`src/sv/scic_pkg.sv`:
```
package scic_pkg;

   localparam int COORD_W   = 32;
   localparam int DIFF_W    = 33;
   localparam int RAD_W     = 31;
   localparam int TAG_W     = 16;
   localparam int A_W       = 66;
   localparam int H_W       = 67;
   localparam int R2_W      = 62;
   localparam int DISC_W    = 128;
   localparam int ROOT_W    = 64;
   localparam int SQ_REM_W  = 66;
   localparam int N_W       = 68;
   localparam int DIV_REM_W = 67;
   localparam int SQ_CELLS  = DISC_W / 2;

   localparam int T_FRAC_BITS_DEF = 24;

   // geometry that travels alongside the arithmetic
   typedef struct packed {
      logic signed [COORD_W-1:0] sx;
      logic signed [COORD_W-1:0] sy;
      logic signed [DIFF_W-1:0]  dx;
      logic signed [DIFF_W-1:0]  dy;
      logic [TAG_W-1:0]          tag;
      logic [A_W-1:0]            a;
      logic signed [H_W-1:0]     h;
   } item_type;

endpackage

```
`src/sv/scic_div_cell.sv`:
```
module scic_div_cell #(
   parameter int QW = scic_pkg::T_FRAC_BITS_DEF + 1
) (
   input  logic                           clock,
   input  logic                           en,
   input  logic [scic_pkg::A_W-1:0]       a_in,
   input  logic [scic_pkg::DIV_REM_W-1:0] rem_in,
   input  logic [QW-1:0]                  q_in,
   output logic [scic_pkg::DIV_REM_W-1:0] rem_out,
   output logic [QW-1:0]                  q_out
);

   localparam int RW = scic_pkg::DIV_REM_W;

   logic [RW-1:0] rem_ff;
   logic [QW-1:0] q_ff;
   logic [RW-1:0] den;
   logic [RW-1:0] rem_in_n;
   logic          ge;

   // restoring step: one quotient bit, remainder stays below the divisor
   always_comb begin
      den      = {1'b0, a_in};
      ge       = rem_in >= den;
      rem_in_n = ge ? rem_in - den : rem_in;
   end

   always_ff @(posedge clock) begin
      if (en) begin
         rem_ff <= {rem_in_n[RW-2:0], 1'b0};
         q_ff   <= {q_in[QW-2:0], ge};
      end
   end

   assign rem_out = rem_ff;
   assign q_out   = q_ff;

endmodule
```
`config.mk`:
```
export PLATFORM = sky130hd
export DESIGN_NAME = scic_div_cell
export DESIGN_NICKNAME = d
export VERILOG_FILES = /design/src/sv/scic_pkg.sv /design/src/sv/scic_div_cell.sv
export SDC_FILE = /design/constraint.sdc
export NUM_CORES = 1
export LEC_CHECK = 0
export ABC_AREA = 1
export BUFFER_PORTS_ARGS = -buffer_cell sky130_fd_sc_hd__buf_2
export CORE_MARGIN = 2
export CORE_UTILIZATION = 55
export CTS_CLUSTER_SIZE = 12
export DETAILED_ROUTE_END_ITERATION = 10
export GPL_TIMING_DRIVEN = 0
export PLACE_DENSITY = 0.85
export SLEW_MARGIN = 40
export SYNTH_ARGS = -nofsm -noshare
export SYNTH_HDL_FRONTEND = slang
export SYNTH_SLANG_ARGS = --single-unit
```
`constraint.sdc`:
```
create_clock -name clock -period 2.6 [get_ports clock]
set_input_delay 0.26 -clock clock [delete_from_list [all_inputs] [get_ports clock]]
set_output_delay 0.26 -clock clock [all_outputs]
set_load 0.01 [all_outputs]
```
Word level (Yosys, flattened, before mapping)
Index checks and enable logic that the tools add are counted.
Widths: inputs -> output; s select.
- memories: 0
- output and inout port bits: 92
- input bits: 160
- memory bits (writable): 0
- flip-flop bits (word level): 91
- memory bits (read-only): 0
- logic and storage cells: 5
- latch bits: 0
- bitwise logic cells: 0
- shift operators: 0
- add/subtract/negate cells: 1
- multipliers: 0
- equality and inequality tests: 0
- reductions and logical operators: 0
- magnitude comparators: 1
- muxes and demuxes: 1
- div/mod/pow operators: 0
- operators with widths (operator ; number):
    $ge 67x66->1 ; 1
    $mux 66 ; 1
    $sub 66x66->66 ; 1

Depth between registers and ports, before layout
- depth after elaboration: 2
- depth in mapped cells: 19
- mapped depth without buffers: 17

Worst setup path after synthesis
Ideal clock, no wire load.
- path kind: input to register
- from: input a_in[38] in the netlist's numbering
- to: register rem_ff[14] (netlist: rem_out[14]), data pin
- cell stages on the path: 14
- arrival time: 1.916 ns
- slack: 0.432 ns
- required time: 2.348 ns
- buffers on the path: 2
- library setup time: 0.252 ns
- cells stage by stage: inv_1 > ha_1 > nand2_1 > inv_1 > a21oi_1 > o21ai_1 > a21oi_1 > nand3_2 > nand2_1 > nand2_4 > buf_6 > buf_2 > nand2_1 > nand2_1
- cells in the longest elaborated chain, start to end: 2
- ends and longest elaborated chain (what ; RTL line ; source):
    start: declaration ; scic_div_cell.sv:6 ; input logic [scic_pkg::A_W-1:0] a_in,
    $ge 67x66->1 ; scic_div_cell.sv:24 ; ge = rem_in >= den;
    $mux 66 ; scic_div_cell.sv:25 ; rem_in_n = ge ? rem_in - den : rem_in;
    net rem_in_n[13] ; scic_div_cell.sv:18 ; logic [RW-1:0] rem_in_n;
    end signal: assignment ; scic_div_cell.sv:30 ; rem_ff <= {rem_in_n[RW-2:0], 1'b0};
    end: declaration ; scic_div_cell.sv:15 ; logic [RW-1:0] rem_ff;
The timed path passes the listed nets, and every way through them passes these cells.
A chain may end at the register's enable or synchronous reset.

Worst setup path in the final report
- from: input rem_in[52] in the netlist's numbering
- to: register rem_ff[66] (netlist: rem_out[66]), data pin
- cells in the longest elaborated chain, start to end: 2
- elaborated cells between the ends (all ways): 3
- classes of those cells: add/sub: 1; order compare: 1; mux: 1
- ends and longest elaborated chain (what ; RTL line ; source):
    start: declaration ; scic_div_cell.sv:7 ; input logic [scic_pkg::DIV_REM_W-1:0] rem_in,
    $sub 66x66->66 / $ge 67x66->1 (equally long branches) ; scic_div_cell.sv:25, scic_div_cell.sv:24 ;
    $mux 66 * ; scic_div_cell.sv:25 ;
    net rem_in_n[65] ; scic_div_cell.sv:18 ;
The timed path passes the listed nets; every way through them passes the cells marked *.

==> metrics.yaml <==
synth:
  ys_seq_area_share_pct: 28.4
  synth-seq-cells: 91
  synth_most_common_cell: "nand2_1"
  ys_top_cells_by_area: "edfxtp_1, nand2_1, inv_1, ha_1, nor2_1"
  synth_ff_type: "edfxtp_1"
  ys_types: 31
  synth_common_cells: "nand2_1, inv_1, nor2_1"
  ys_warn_count: 0
  synth_top_cell_by_area: "edfxtp_1"
  syn_avg_cell_area_um2: 6.10
  synth_fp_nets: 1804
  synth_edf_count: 91
  async_flop_share_pct: 0
  yosysTopAreaCellShare_pct: 28.4
  synthesis.area_um2: 9620
  syn_inst: 1577
hold_path:
  min_from: "q_in[9]"
  whs_path_depth: 1
  whs_endpoint: "q_out[10]$_DFFE_PP_"
  hold_class: "primary input to flip-flop"
worst_setup_path:
  critPathKind: "primary input to flip-flop"
  start_kind: "primary input"
  worstPathRequired_ps: 2700
  slowest_stage: "ha_1"
  critPathBufInv: 2
  cp-end-kind: "flip-flop"
  cpLargestDelayFamily: "simple AND/OR/NAND/NOR gates"
  path_common_cell: "nand2_1"
  cp_cell_sequence: "buf_2 -> ha_1 -> nand2_1 -> nor2_1 -> inv_1 -> nor2_1 -> nand2_1 -> nor3_1 -> nand2_1 -> nand2_1 -> nand2_1 -> nand3_1 -> nand2_1"
  arrival_ps: 2600
  max_stage_delay_ps: 410
  critPathMaxFanout: 5
outcome:
  status: "complete, no violations"
finish:
  area_growth_pct: 20.1
  drive_gt1_share_pct: 17.3
  final-instance-count-excl-fill: 2068
  diodes: 0
  nNetsFinal: 2065
die:
  io_pins: 252
  start_util_pct: 56.0
  fp.dieH_um: 136
  die_width_um: 136
  fp-row-count: 48
  core-area_um2: 17200
  dieArea_um2: 18600
placed_design:
  place_inst: 2052
  dp_hpwl_um: 29600
  gp_congestion: 1.04
  port_buffers: 249
detailed_routing:
  drc_errors: 0
  firstDrtPassIters: 6
  num_vias: 11100
  drt_iter0_drc: 998
  wl_met1_um: 14800
  top_layer: "met4"
  viasPerCell: 5.37
  wl_per_cell_um: 16.9
  ant_nets: 0
  wl_met2_um: 15500
  route.met3.wl_um: 3720
  drt_wl_total_um: 35000
flow_run:
  maxCapViolations: 0
global_routing:
  grt-ovfl-total: 0
  grt_pass1_vias: 10300
  grt.total_usage_pct: 37.1
  grt_start_max_net_pins: 61
  antenna_found_initial: 0
  grt_pass1_wl_um: 52100
clock_tree:
  clockBufferDepth: 2
  cts_root_buf: "clkbuf_16"
  path_clk_slew_ps: 80
  clock_sinks: 91
  cts_tree: "done"
  cts_buffers: 9
  post_cts_buffers: 0
  htree_num_levels: 3
timing:
  period_needed_ps: 2500
  min_period_over_period_pct: 96.1
  relSlewSlack_pct: 67.0
  finalHoldViolations: 0
  fmax_mhz: 400
  worst_pin_slew_ps: 491
  setup_viol: 0
  rsz0062_at_grt: "no"
  tns_ps: 0
  slew_violations: 0
pwr:
  p_leak_nw: 6.76
  p_per_area_nw_per_um2: 484
  ir_drop_mv: 0.364
[state kept, by name, indices dropped and copies added (netlist names)]
register,cells
q_out,25
rem_out,66
[worst max path at each step]
stage	start	end	slack (ps)	cells after the start
2_1_floorplan	a_in[38]	rem_out[14]$_DFFE_PP_	430	14
3_3_place_gp	rem_in[8]	rem_out[62]$_DFFE_PP_	-240	13
3_5_place_dp	a_in[8]	rem_out[62]$_DFFE_PP_	-230	14
4_1_cts	a_in[8]	rem_out[62]$_DFFE_PP_	140	14
5_1_grt	a_in[52]	rem_out[31]$_DFFE_PP_	4	18
6_report	rem_in[52]	rem_out[66]$_DFFE_PP_	100	13
[layout make-up]
cell class	instances	area (µm²)
buffer	15	124
clock buffer	9	225
clock inverter	7	93.8
fill	1536	5620
inverter	326	1220
multi-input combinational	1145	5600
sequential	91	2730
tap	225	282
timing repair buffer	250	1280
[layer usage]
metal / vias to the layer above / GRT usage, %
met3: 74 / 7.05
met1: 5013 / 51.3
met4: 0 / 11.5
li1: 5387 / -
met5: - / 0
met2: 631 / 58.8
[power by group]
group	internal, mW	switching, mW	total [mW]
clock network	0.774	0.669	1.44
logic	0.762	1.47	2.23
registers	1.87	0.0476	1.92
[cell usage in the layout, fill, tap and decap left out, types with 10 or more instances in the layout]
master and count:
nand2_1 670, inv_1 313, buf_2 254, nor2_1 104
edfxtp_1 91, nand3_1 81, a21oi_1 75, ha_1 62
xor2_1 31, o21ai_0 23, nand4_1 19, o21bai_1 14
inv_2 13, nor3_1 12, nand3b_1 12, nor2_2 10
[per-stage QoR]
stage          total power, mW  utilization (%)  area, µm²  setup slack (ps)  hold slack, ps
2_1_floorplan             3.27                -       9620               432             359
3_3_place_gp              4.03             64.9      11100              -244             436
3_5_place_dp              4.09             65.1      11200              -235             438
4_1_cts                   5.52             67.0      11500               144            64.5
5_1_grt                   5.86             67.3      11600              3.82            63.3
6_report                  5.59             67.3      11600               103            69.3
[kinds of logic (layout without fill, tap and decap cells)]
family	count (synthesis)	in the layout	share of synthesized area, %
XOR/XNOR	33	33	3.00
AND/OR/NAND/NOR	924	924	39.0
adder cells (fa/ha/maj)	67	67	8.79
buffers and inverters	341	607	14.0
other	1	1	0.0390
AO/OA/AOI/OAI	120	120	6.72
flip-flops	91	91	28.4
[what timing repair did]
action,CTS,global route
hold endpoints to repair,0,0
setup endpoints to repair,0,50
resized for setup,0,18
hold buffers,0,0
Note: power is estimated with default switching activity, not from simulation.
