$ cat src/sv/scic_pkg.sv
package scic_pkg;

   localparam int COORD_W   = 32;
   localparam int DIFF_W    = 33;
   localparam int RAD_W     = 31;
   localparam int TAG_W     = 16;
   localparam int A_W       = 66;
   localparam int H_W       = 67;
   localparam int R2_W      = 62;
   localparam int DISC_W    = 128;
   localparam int ROOT_W    = 64;
   localparam int SQ_REM_W  = 66;
   localparam int N_W       = 68;
   localparam int DIV_REM_W = 67;
   localparam int SQ_CELLS  = DISC_W / 2;

   localparam int T_FRAC_BITS_DEF = 24;

   // geometry that travels alongside the arithmetic
   typedef struct packed {
      logic signed [COORD_W-1:0] sx;
      logic signed [COORD_W-1:0] sy;
      logic signed [DIFF_W-1:0]  dx;
      logic signed [DIFF_W-1:0]  dy;
      logic [TAG_W-1:0]          tag;
      logic [A_W-1:0]            a;
      logic signed [H_W-1:0]     h;
   } item_type;

endpackage

$ cat src/sv/scic_sqrt_cell.sv
module scic_sqrt_cell (
   input  logic                          clock,
   input  logic                          en,
   input  logic [scic_pkg::DISC_W-1:0]   d_in,
   input  logic [scic_pkg::SQ_REM_W-1:0] rem_in,
   input  logic [scic_pkg::ROOT_W-1:0]   root_in,
   output logic [scic_pkg::DISC_W-1:0]   d_out,
   output logic [scic_pkg::SQ_REM_W-1:0] rem_out,
   output logic [scic_pkg::ROOT_W-1:0]   root_out
);

   localparam int DW = scic_pkg::DISC_W;
   localparam int RW = scic_pkg::SQ_REM_W;
   localparam int QW = scic_pkg::ROOT_W;

   logic [DW-1:0] d_ff;
   logic [RW-1:0] rem_ff;
   logic [QW-1:0] root_ff;
   logic [RW-1:0] rem_sh;
   logic [RW-1:0] trial;
   logic [RW-1:0] rem_in_n;
   logic          ge;

   // one root bit per cell: bring down two radicand bits, try 4q+1
   always_comb begin
      rem_sh   = {rem_in[RW-3:0], d_in[DW-1 -: 2]};
      trial    = {root_in, 2'b01};
      ge       = rem_sh >= trial;
      rem_in_n = ge ? rem_sh - trial : rem_sh;
   end

   always_ff @(posedge clock) begin
      if (en) begin
         d_ff    <= d_in << 2;
         rem_ff  <= rem_in_n;
         root_ff <= {root_in[QW-2:0], ge};
      end
   end

   assign d_out    = d_ff;
   assign rem_out  = rem_ff;
   assign root_out = root_ff;

endmodule

$ cat config.mk
export PLATFORM = sky130hd
export DESIGN_NAME = scic_sqrt_cell
export DESIGN_NICKNAME = d
export VERILOG_FILES = /design/src/sv/scic_pkg.sv /design/src/sv/scic_sqrt_cell.sv
export SDC_FILE = /design/constraint.sdc
export NUM_CORES = 1
export LEC_CHECK = 0
export ABC_AREA = 1
export BUFFER_PORTS_ARGS = -buffer_cell sky130_fd_sc_hd__buf_2
export CORE_AREA = 8 8 193 195
export DETAILED_ROUTE_END_ITERATION = 6
export DIE_AREA = 0 0 201 203
export HOLD_SLACK_MARGIN = 0.02
export PLACE_DENSITY = 0.7
export SLEW_MARGIN = 25
export SYNTH_ARGS = -nofsm -noshare
export SYNTH_HDL_FRONTEND = slang
export SYNTH_SLANG_ARGS = --single-unit
$ cat constraint.sdc
create_clock -name clock -period 4.6 [get_ports clock]
set_clock_uncertainty 0.15 [all_clocks]
set_input_delay 0.23 -clock clock [delete_from_list [all_inputs] [get_ports clock]]
set_output_delay 0.23 -clock clock [all_outputs]
set_load 0.005 [all_outputs]
== Yosys cells after proc, flatten, opt, wreduce, memory -nomap -nowiden ==
Index checks and enable logic that the tools add are counted.
Widths: inputs -> output; s select.
Storage, ports and cells
  register bits after elaboration: 256
  input bits: 260
  output and inout port bits: 258
  word-level logic and storage cells: 6
Cells by class
  add/sub/neg operators: 1
  $lt $le $gt $ge: 1
  multiplexer cells: 1
Operators with widths (count)
  $ge 66x66->1: 1
  $mux 66: 1
  $sub 66x66->66: 1

== Logic depth before layout (Yosys ltp) ==
Gate-level depths: netlist of run 1.
  depth after elaboration: 2
  mapped depth: 19
  gate-level depth less buffers: 17

== Worst setup path before layout of run 1 ==
No wires, ideal clock.
  kind: input-to-reg
  from: in root_in[7] in the netlist's numbering
  to: reg rem_ff[13], in the netlist rem_out[13], data pin
  library setup time: 0.252 ns
  data arrival time: 1.863 ns
  data required time: 4.198 ns
  slack: 2.334 ns
  stages: 16
  buffers on the path: 2
  cell sequence: inv_1 ha_1 nand2_1 inv_2 a21oi_2 nand3_2 nand2_1 nand2_1 nand2_1 nand3_2 nand2_2 nand2_4 buf_4 buf_4 nand2_1 nand2_1
On the way
  longest elaborated chain between the ends: 2
  elaborated cells on any way between the ends: 3
  those cells by class: add/sub: 1; order compare: 1; mux: 1
RTL lines
  from (decl): RTL line scic_sqrt_cell.sv:6  | input logic [scic_pkg::ROOT_W-1:0] root_in,
  $sub 66x66->66 or $ge 66x66->1 (tied branches): RTL line scic_sqrt_cell.sv:29, scic_sqrt_cell.sv:28
  $mux 66 (*): RTL line scic_sqrt_cell.sv:29  | rem_in_n = ge ? rem_sh - trial : rem_sh;
  net rem_in_n[13]: RTL line scic_sqrt_cell.sv:21  | logic [RW-1:0] rem_in_n;
  to (signal assigned): RTL line scic_sqrt_cell.sv:35  | rem_ff <= rem_in_n;
  to (decl): RTL line scic_sqrt_cell.sv:17  | logic [RW-1:0] rem_ff;
Mark *: on every way through the listed nets, which the timed path passes. The rest lies on a longest branch.
A chain may end at the register's enable or synchronous reset.

== Worst setup path in the final report of run 1 ==
  from: in rem_in[38] in the netlist's numbering
  to: reg rem_ff[23], in the netlist rem_out[23], data pin
On the way
  longest elaborated chain between the ends: 2
RTL lines
  from (decl): RTL line scic_sqrt_cell.sv:5  | input logic [scic_pkg::SQ_REM_W-1:0] rem_in,
  $ge 66x66->1: RTL line scic_sqrt_cell.sv:28  | ge = rem_sh >= trial;
  $mux 66: RTL line scic_sqrt_cell.sv:29
  net rem_in_n[23]: RTL line scic_sqrt_cell.sv:21
The timed path passes the listed nets, and every way through them passes these cells.

==> impl_metrics.csv, run 1 <==
group,metric,value,unit
die,ioPinCount,518,
global_routing,grt_use_total,28.3,%
clocking,cts_post_setup_buffers_inserted,0,
job,max-cap-violations,0,
die,coreArea,34100,sq um
global_routing,grt_most_used_layer,"met2",
synth,yosysWarningCount,0,
synth,synth_fa_ha_area_share,5.67,%
outcome,run_status,"complete, no violations",
die,start_util,42.7,%
place,place.port_buffers,513,
synth,yosys.area_share.simple,25.7,%
clocking,clockBufferDepth,3,
worst_setup_path,crit_type,"input port to flop",
timing,grt_setup_unrepaired,"no",
synth,synth_most_common_cell,"nand2_1",
global_routing,grt_pass1_wl,89300,um
power,sequentialPowerShare,41.9,%
power,combinationalPowerShare,23.8,%
clocking,clock_sinks,256,
die,fp.dieW,201,um
global_routing,grt_max_degree,90,
drt,finalWirelength,60300,um
synth,synth_top_family_by_area,"simple AND/OR/NAND/NOR gates",
clocking,number_of_buffers_created_by_cts,28,
worst_setup_path,worst_ep_required_time,4.86,ns
drt,detailroute.via_count,14800,
timing,timing.fmax,286,MHz
power,clock_power_share,34.3,%
clocking,clock_pin_slew_on_the_worst_setup_and_hold_paths,0.06,ns
synth,synth_seq_area_share,52.8,%
timing,tightest_slew,0.774,ns
global_routing,antenna_violations_before_repair,6,
layout,num-nets-final,2855,
synth,netlist.area_leader.share,52.8,%
global_routing,first_global_vias,15000,
clocking,post_cts.resized_instances,0,
synth,synth.ff_latch_count,256,
worst_setup_path,worst_path_maximum_fanout,61,
layout,final_layout_size_suffix_gt1_share,23.2,%
timing,final.setup.tns,0,ns
power,fin_total_pwr,6.92,mW
die,rows,68,
place,finalWeightedCongestion,0.947,
timing,finalCritPeriodShare,76.1,%
timing,final_hold_viol_count,0,
worst_setup_path,setup.worst_path.start,"rem_in[38]",
die,die_h,203,um
synth,ys.flop_type,"edfxtp_1",
place,dpl.hpwl,45200,um
power,switching_share,28.8,%
global_routing,global_route.usage.met3,4.85,%
synth,postSynthCellCount,1739,
power,power_density,327,nW/um^2
layout,fillCellCount,2862,
drt,ant_nets,0,
synth,xor_xnor_share_of_the_synthesized_area,1.98,%
layout,area_growth,45.4,%
worst_setup_path,crit_path_end_kind,"flop",
clocking,tritoncts,"yes",
drt,drt_drc_violations_left,0,
power,peakVddDrop,0.000357,V
synth,post_synth.cell_area_avg,8.38,sq um
synth,post_synth_edffs,256,
global_routing,grt_use_met1,31.7,%
synth,synth-compound-area-share,4.54,%
worst_setup_path,timing.critical_path.to,"rem_out[23]",
power,total_leakage_power,10.7,nW
power,p_sw,1.99,mW
timing,timing.final.max_slew_violations,0,
clocking,cts_max_level,1,
drt,vias_per_cell,4.90,
synth,synth.distinct_cells,35,
synth,post_synth_main_area_contributors,"edfxtp_1, nand2_1, inv_1",
clocking,hold_buffers,256,
power,p_int,4.93,mW
synth,post_synthesis_mux_area_share,0,%
worst_setup_path,setup.worst_path.start_class,"input port",
synth,post_synth_instance_area,14600,sq um
synth,async_flop_share,0,%
global_routing,overflow,0,
timing,finalSetupViolations,0,
timing,slew_headroom,48.4,%
synth,yosys.area.top_type,"edfxtp_1",
clocking,clockRootBuffer,"clkbuf_16",
global_routing,grt_util_met2,51.4,%
drt,drt_pass1_iterations,5,
synth,netlist_top_cells_count,"nand2_1, inv_1, edfxtp_1, nor2_1, nand3_1",
worst_hold_path,worstHoldPathType,"input port to flop",
worst_setup_path,arrival,3.75,ns
die,fp.dieArea,40800,sq um
drt,post_drt_wl_per_cell,20.0,um
drt,detail_route.iter0.violations,961,
timing,period_minus_slack,3.50,ns
worst min path at each step:
stage,cells past startpoint,to,startpoint
6_report,6,rem_out[65],root_in[63]
5_1_grt,2,d_out[127],d_in[125]
4_1_cts,6,rem_out[65],root_in[63]
3_5_place_dp,1,d_out[82],d_in[80]
3_3_place_gp,1,d_out[10],d_in[8]
2_1_floorplan,0,d_out[100],d_in[98]
layout by cell type (no fill, tap or decap), drive strengths merged:
cell type,netlist,layout
nand2,662,662
buf,16,519
inv,325,326
edfxtp,256,256
dlygate4sd3,0,256
nor2,120,120
nand3,81,81
a21oi,76,76
ha,66,66
clkbuf,0,36
xor2,30,30
o21ai,30,30
nor3,20,20
nand4,19,19
o21bai,14,14
nand3b,12,12
clkinv,1,9
diode,0,7
bufinv,0,5
xnor2,3,3
nor4,2,2
conb,1,2
clkinvlp,0,2
nor3b,1,1
o21a,1,1
a21boi,1,1
and2,1,1
o211ai,1,1
power by group through the flow:
stage	Clock (mW)	Sequential [mW]	Combinational [mW]
after detailed placement	0	2.94	1.43
after floorplan	0	2.98	0.699
after CTS	2.39	2.89	1.62
final	2.38	2.90	1.65
after global routing	2.50	2.92	1.80
after global placement	0	2.93	1.42
area by class of cell:
cell class | count | area (sq um) | area share (%)
antenna | 7 | 17.5 | 0.0827
clock buffer | 36 | 752 | 3.55
clock inverter | 16 | 215 | 1.02
inverter | 326 | 1220 | 5.77
multi-input combinational | 1142 | 5530 | 26.1
sequential | 256 | 7690 | 36.3
tap | 455 | 569 | 2.69
timing repair buffer | 775 | 5200 | 24.5
per-stage QoR:
step	util (%)	instances	area [sq um]	setup WS [ns]	hold slack, ns
after floorplan	-	1740	14600	2.33	0.179
after global placement	51.7	2698	17600	1.25	0.257
after detailed placement	51.7	2698	17600	1.21	0.258
after CTS	62.1	3006	21200	1.22	0.194
after global routing	62.1	3012	21200	0.912	0.236
final	62.1	3013	21200	1.10	0.238
cells by family (layout without fill, tap and decap cells):
kind of cell             count (synthesis)  after routing
AND/OR/NAND/NOR                        918            918
XOR/XNOR                                33             33
AO/OA/AOI/OAI                          123            123
buffers and inverters                  342           1153
adder cells (fa/ha/maj)                 66             66
flip-flops                             256            256
other                                    1              9
critical path: stages:
cell and delay (ns):
dlygate4sd3_1 0.56, buf_2 0.15, ha_1 0.39, nand2_1 0.17, inv_1 0.05, a21oi_1 0.22
o21ai_0 0.21, a21oi_1 0.31, nand3_2 0.16, nand2_2 0.11, nand2_4 0.41, inv_2 0.17
buf_4 0.36, nand2_1 0.09, nand2_1 0.10
state kept, by name (all words and copies together), names as in the netlist:
name,flops
d_out,126
root_out,64
rem_out,66
metal layers:
metal	wire length, um	vias up
li1	-	7135
met1	22900	6862
met2	30600	635
met3	3690	144
met4	3030	0
met5	0	-
No activity file was read; power rests on OpenSTA's default activity.
==> run 2, diff against run 1 <==
--- a/config.mk
+++ b/config.mk
@@ -5,13 +5,13 @@
 export SDC_FILE = /design/constraint.sdc
 export NUM_CORES = 1
 export LEC_CHECK = 0
-export ABC_AREA = 1
+export ABC_AREA = 0
 export BUFFER_PORTS_ARGS = -buffer_cell sky130_fd_sc_hd__buf_2
-export CORE_AREA = 8 8 193 195
+export CORE_AREA = 8 8 195 197
 export DETAILED_ROUTE_END_ITERATION = 6
-export DIE_AREA = 0 0 201 203
+export DIE_AREA = 0 0 203 205
 export HOLD_SLACK_MARGIN = 0.02
-export PLACE_DENSITY = 0.7
+export PLACE_DENSITY = 0.66
 export SLEW_MARGIN = 25
 export SYNTH_ARGS = -nofsm -noshare
 export SYNTH_HDL_FRONTEND = slang
==> constraint.sdc (replaced) <==
create_clock -name clock -period 3 [get_ports clock]
set_clock_uncertainty 0.15 [all_clocks]
set_input_delay 0.15 -clock clock [delete_from_list [all_inputs] [get_ports clock]]
set_output_delay 0.15 -clock clock [all_outputs]
set_load 0.005 [all_outputs]
==> run 2 against run 1 <==
Compared with the run above: sequential share of layout area rose by 0.73 points; critical path depth fell by 1; wire length fell by 15%; via count fell by 17%; combinational power rose by 58%; clock power rose by 53%; final cell count fell by 17%.
==> impl_metrics.csv, run 2 <==
group,metric,value,unit
layout,largest_register_ff_count,126,
die,coreArea,35000,sq um
worst_hold_path,worstHoldPathType,"input port to flop",
layout,layout.cells.most_common_list,"buf_2, dlygate4sd3_1, edfxtp_1, buf_4, a21oi_1",
timing,finalSetupViolations,0,
global_routing,grt_max_degree,73,
die,fp.dieW,203,um
clocking,clockRootBuffer,"clkbuf_16",
synth,ys.flop_type,"edfxtp_1",
place,finalWeightedCongestion,0.890,
clocking,number_of_buffers_created_by_cts,28,
drt,drt_pass1_iterations,5,
synth,postSynthCellCount,1067,
global_routing,overflow,0,
power,power_density,516,nW/um^2
power,peakVddDrop,0.000414,V
timing,period_minus_slack,2.90,ns
outcome,run_status,"complete, no violations",
synth,yosysWarningCount,0,
synth,post_synth_main_area_contributors,"edfxtp_1, ha_1, a21oi_1",
global_routing,grt_use_total,23.0,%
die,fp.dieArea,41600,sq um
drt,detailroute.via_count,12300,
layout,layoutNonFillerInstCount,2505,
place,dp_slack,-0.419,ns
synth,post_synth.cell_area_avg,11.9,sq um
clocking,clock_sinks,256,
global_routing,antenna_violations_before_repair,8,
place,dpl.hpwl,37400,um
timing,setup_slack,0.103,ns
worst_setup_path,crit_type,"input port to flop",
worst_setup_path,crit_path_end_kind,"flop",
layout,area_growth,64.0,%
synth,netlist_top_cells_count,"edfxtp_1, a21oi_1, nor2_1, inv_1, ha_1",
synth,netlist.area_leader.share,60.7,%
timing,finalCritPeriodShare,96.6,%
synth,post_synth_edffs,256,
timing,final_hold_viol_count,0,
timing,final.setup.tns,0,ns
worst_setup_path,setup.worst_path.start_class,"input port",
drt,drt_drc_violations_left,0,
drt,finalWirelength,51200,um
clocking,clock_pin_slew_on_the_worst_setup_and_hold_paths,0.06,ns
worst_setup_path,setup.worst_path.start,"root_in[45]",
die,ioPinCount,518,
worst_hold_path,hold_path.startpoint,"rem_in[0]",
synth,post_synth_instance_area,12700,sq um
synth,synth_most_common_cell,"edfxtp_1",
synth,async_flop_share,0,%
worst_setup_path,worst_path_maximum_fanout,8,
layout,final_layout_size_suffix_gt1_share,38.0,%
place,post-place-cells,2186,
drt,detail_route.iter0.violations,632,
job,max-cap-violations,0,
synth,synth.distinct_cells,59,
timing,slew_headroom,64.3,%
layout,finish.utilization,59.4,%
drt,post_drt_wl_per_cell,20.4,um
worst_setup_path,arrival,3.03,ns
layout,num-nets-final,2343,
die,start_util,36.2,%
clocking,tritoncts,"yes",
global_routing,grt_pass1_wl,74400,um
die,die_h,205,um
place,place.port_buffers,513,
layout,final_common_cell,"buf_2",
synth,yosys.area.top_type,"edfxtp_1",
timing,timing.fmax,345,MHz
clocking,clockBufferDepth,3,
die,rows,69,
synth,synth_seq_area_share,60.7,%
power,total_leakage_power,9.39,nW
global_routing,first_global_vias,12700,
drt,vias_per_cell,4.91,
timing,timing.final.max_slew_violations,0,
drt,ant_nets,0,
timing,tightest_slew,0.535,ns
worst_setup_path,worst_ep_required_time,3.14,ns
synth,synth.ff_latch_count,256,
clocking,cts_max_level,1,
-- run 2: changes by cell type after synthesis, moves of 34 or more --
cell     before  now
xnor2_1       3   37
a21oi_1      75  135
nand2_1     659   62
inv_1       311   84
nand3_1      79   15
a21o_1        0   39
-- run 2: power by group --
part	total [mW]	switching (mW)	internal (mW)	leakage (nW)
sequential	4.46	0.102	4.35	2.51
combinational	2.61	1.30	1.31	6.42
clock	3.65	1.45	2.20	0.467
total	10.7	2.86	7.86	9.39
-- run 2: logic make-up (layout without fill, tap and decap cells) --
group | count (synthesis) | in the layout | share of synthesized area, %
xor+xnor | 62 | 62 | 4.29
simple gates | 245 | 245 | 8.75
mux | 10 | 10 | 0.879
buf+inv | 133 | 1103 | 4.38
compound gates | 294 | 294 | 14.4
flops | 256 | 256 | 60.7
fa+ha+maj | 66 | 66 | 6.52
other cells | 1 | 8 | 0.0296
-- run 2: final timing paths --
| path | cells past startpoint | end | slack [ns] |
|---|---|---|---|
| worst min-delay path | 4 | rem_out[2] | 0.10 |
| worst max-delay path | 14 | rem_out[9] | 0.10 |
-- run 2: per-layer routing --
layer  part of all wire, %  GRT usage [%]
met1                    36           24.4
met2                    52           42.8
met3                   6.7           4.81
met4                   5.0           11.2
met5                 0.018              0
-- run 2: critical path, stage by stage --
cell and delay (ns):
dlygate4sd3_1 0.52, buf_2 0.11, inv_2 0.05, ha_4 0.27, nand2_2 0.06, nor2_2 0.09
nand4_1 0.14, or2_1 0.28, o31ai_4 0.29, a31oi_4 0.15, o31ai_4 0.27, buf_6 0.17
buf_12 0.14, mux2_1 0.33
-- run 2: cell type report --
cell class / instances / area, sq um
multi-input combinational: 679 / 4470
antenna: 6 / 15.0
clock inverter: 19 / 238
tap: 461 / 577
inverter: 84 / 315
timing repair buffer: 968 / 6740
sequential: 256 / 7690
fill: 2759 / 14200
clock buffer: 32 / 737
-- run 2: metrics by stage --
step	power [mW]	hold WS, ns	cell area (sq um)
finish	10.7	0.100	20800
detailed placement	6.78	0.178	17100
global route	11.2	0.147	20800
global placement	6.74	0.176	17100
floorplan	5.50	0.0989	12700
CTS	10.7	0.0749	20600
-- run 2: repair_timing --
item                                    in CTS  in global routing
endpoints found under the setup margin       0                 47
buffers inserted                             0                  3
hold buffers                               257                  0
gates resized for setup                      0                 20
endpoints found under the hold margin      313                  0
==> run 3, diff against run 2 <==
--- a/config.mk
+++ b/config.mk
@@ -6,12 +6,12 @@
 export NUM_CORES = 1
 export LEC_CHECK = 0
 export ABC_AREA = 0
-export BUFFER_PORTS_ARGS = -buffer_cell sky130_fd_sc_hd__buf_2
-export CORE_AREA = 8 8 195 197
+export BUFFER_PORTS_ARGS = -buffer_cell sky130_fd_sc_hd__clkbuf_2
+export CORE_AREA = 8 8 196 198
 export DETAILED_ROUTE_END_ITERATION = 6
-export DIE_AREA = 0 0 203 205
+export DIE_AREA = 0 0 204 206
 export HOLD_SLACK_MARGIN = 0.02
-export PLACE_DENSITY = 0.66
+export PLACE_DENSITY = 0.65
 export SLEW_MARGIN = 25
 export SYNTH_ARGS = -nofsm -noshare
 export SYNTH_HDL_FRONTEND = slang
==> run 3 against run 2 <==
Compared with the run above: total power decreased by 1.9%; largest cell class unchanged; worst hold slack got worse by 0.070 ns; first-iteration DRC count decreased by 4.6%; highest routed layer unchanged; critical endpoint is now rem_out[62]; via count increased by 0.14%; combinational power increased by 2%.
==> impl_metrics.csv, run 3 (synthesis gave the netlist of run 2 again) <==
group,metric,value,unit
outcome,run_status,"complete, no violations",
clocking,clock_sinks,256,
timing,final_hold_viol_count,0,
worst_setup_path,crit_path_end_kind,"flop",
drt,detailroute.via_count,12300,
power,combinationalPowerShare,25.3,%
drt,detail_route.iter0.violations,603,
timing,period_minus_slack,2.90,ns
drt,drt_pass1_iterations,5,
power,switching_share,28.2,%
drt,drt_drc_violations_left,0,
place,placedInstanceArea,17000,sq um
job,max-cap-violations,0,
global_routing,grt_use_total,22.9,%
die,rows,69,
layout,final_layout_size_suffix_gt1_share,38.1,%
timing,timing.final.max_slew_violations,0,
timing,finalCritPeriodShare,96.5,%
die,fp.dieArea,42000,sq um
layout,fillCellCount,2796,
worst_setup_path,setup.worst_path.start_class,"input port",
worst_setup_path,critical_path_buf_inv_count,4,
layout,largest_register_ff_count,126,
clocking,clockRootBuffer,"clkbuf_16",
clocking,clockBufferDepth,3,
layout,final_area,20800,sq um
die,die_h,206,um
power,p_sw,2.97,mW
worst_setup_path,timing.critical_path.slowest_cell_delay,0.61,ns
global_routing,grt_pass1_wl,75000,um
timing,tightest_slew,0.571,ns
power,power_density,506,nW/um^2
place,post-place-cells,2181,
worst_setup_path,arrival,3.05,ns
worst_setup_path,crit_type,"input port to flop",
worst_hold_path,worstHoldPathType,"input port to flop",
die,coreArea,35200,sq um
timing,slew_headroom,62.0,%
layout,num-nets-final,2338,
power,clock_power_share,32.3,%
power,p_int,7.54,mW
drt,post_drt_wl_per_cell,20.7,um
global_routing,antenna_violations_before_repair,6,
drt,ant_nets,0,
worst_setup_path,cp_cell_sequence,"dlygate4sd3_1 -> ha_4 -> nand2_2 -> buf_4 -> a211o_1 -> a31o_2 -> o211a_1 -> o31ai_4 -> a31oi_4 -> o31ai_4 -> buf_6 -> buf_12 -> mux2_2",
worst_setup_path,slowest_stage_cell_on_the_critical_path,"dlygate4sd3_1",
layout,register_area,7690,sq um
timing,timing.fmax,345,MHz
layout,finish.utilization,58.9,%
worst_setup_path,path_delay_family,"compound AO/OA/AOI/OAI gates",
power,sequentialPowerShare,42.4,%
layout,layoutNonFillerInstCount,2500,
power,peakVddDrop,0.000461,V
place,finalWeightedCongestion,0.897,
clocking,number_of_buffers_created_by_cts,29,
global_routing,overflow,0,
timing,hold_ws,0.0298,ns
layout,area_growth,63.9,%
die,ioPinCount,518,
place,place.port_buffers,513,
clocking,tritoncts,"yes",
power,total_leakage_power,9.50,nW
clocking,cts_max_level,1,
worst_setup_path,critical-path-top-cell-by-count,"o31ai_4",
timing,finalSetupViolations,0,
global_routing,first_global_vias,12700,
layout,layout.cells.most_common_list,"clkbuf_2, edfxtp_1, dlygate4sd3_1, buf_4, a21oi_1",
die,fp.dieW,204,um
timing,final.setup.tns,0,ns
clocking,clock_pin_slew_on_the_worst_setup_and_hold_paths,0.07,ns
drt,vias_per_cell,4.92,
global_routing,grt_max_degree,62,
layout,multiInputGateArea,4520,sq um
worst_setup_path,worst_ep_required_time,3.15,ns
layout,final_common_cell,"clkbuf_2",
drt,finalWirelength,51800,um
die,start_util,36.0,%
place,dpl.hpwl,37200,um
worst_setup_path,worst_path_maximum_fanout,7,
run 3: power by group through the flow:
stage	logic, mW	clock network [mW]	registers [mW]
floorplan	0.933	0	4.56
global placement	2.23	0	4.51
detailed placement	2.26	0	4.52
CTS	2.55	3.45	4.45
global route	2.87	3.60	4.49
finish	2.66	3.39	4.46
run 3: worst paths after layout:
check,cells after the start,from,to
worst max-delay path,13,rem_in[44],rem_out[62]
worst min-delay path,3,rem_in[42],rem_out[44]
run 3: stage by stage:
step	power [mW]	setup slack, ns
finish	10.5	0.105
global route	11.0	-0.0259
CTS	10.4	0.00464
detailed placement	6.78	-0.376
global placement	6.74	-0.354
floorplan	5.50	0.0618
run 3: repair_timing:
action | CTS | global route
buffers inserted | 0 | 4
setup endpoints to repair | 0 | 61
hold endpoints to repair | 309 | 4
resized for setup | 0 | 29
hold buffers | 257 | 4
run 3: cell type report:
| cell class | instances | area share (%) |
|---|---|---|
| Sequential cell | 256 | 37.0 |
| Timing Repair Buffer | 962 | 32.5 |
| Clock inverter | 23 | 0.838 |
| Clock buffer | 30 | 3.51 |
| Tap cell | 461 | 2.78 |
| Inverter | 84 | 1.52 |
| Antenna cell | 5 | 0.0603 |
| Multi-Input combinational cell | 679 | 21.8 |
run 3: per-layer routing:
metal | track usage, % | wire [um]
met2 | 42.0 | 26400
met4 | 11.0 | 2720
met3 | 5.00 | 3320
met1 | 24.9 | 19400
met5 | 0 | 27
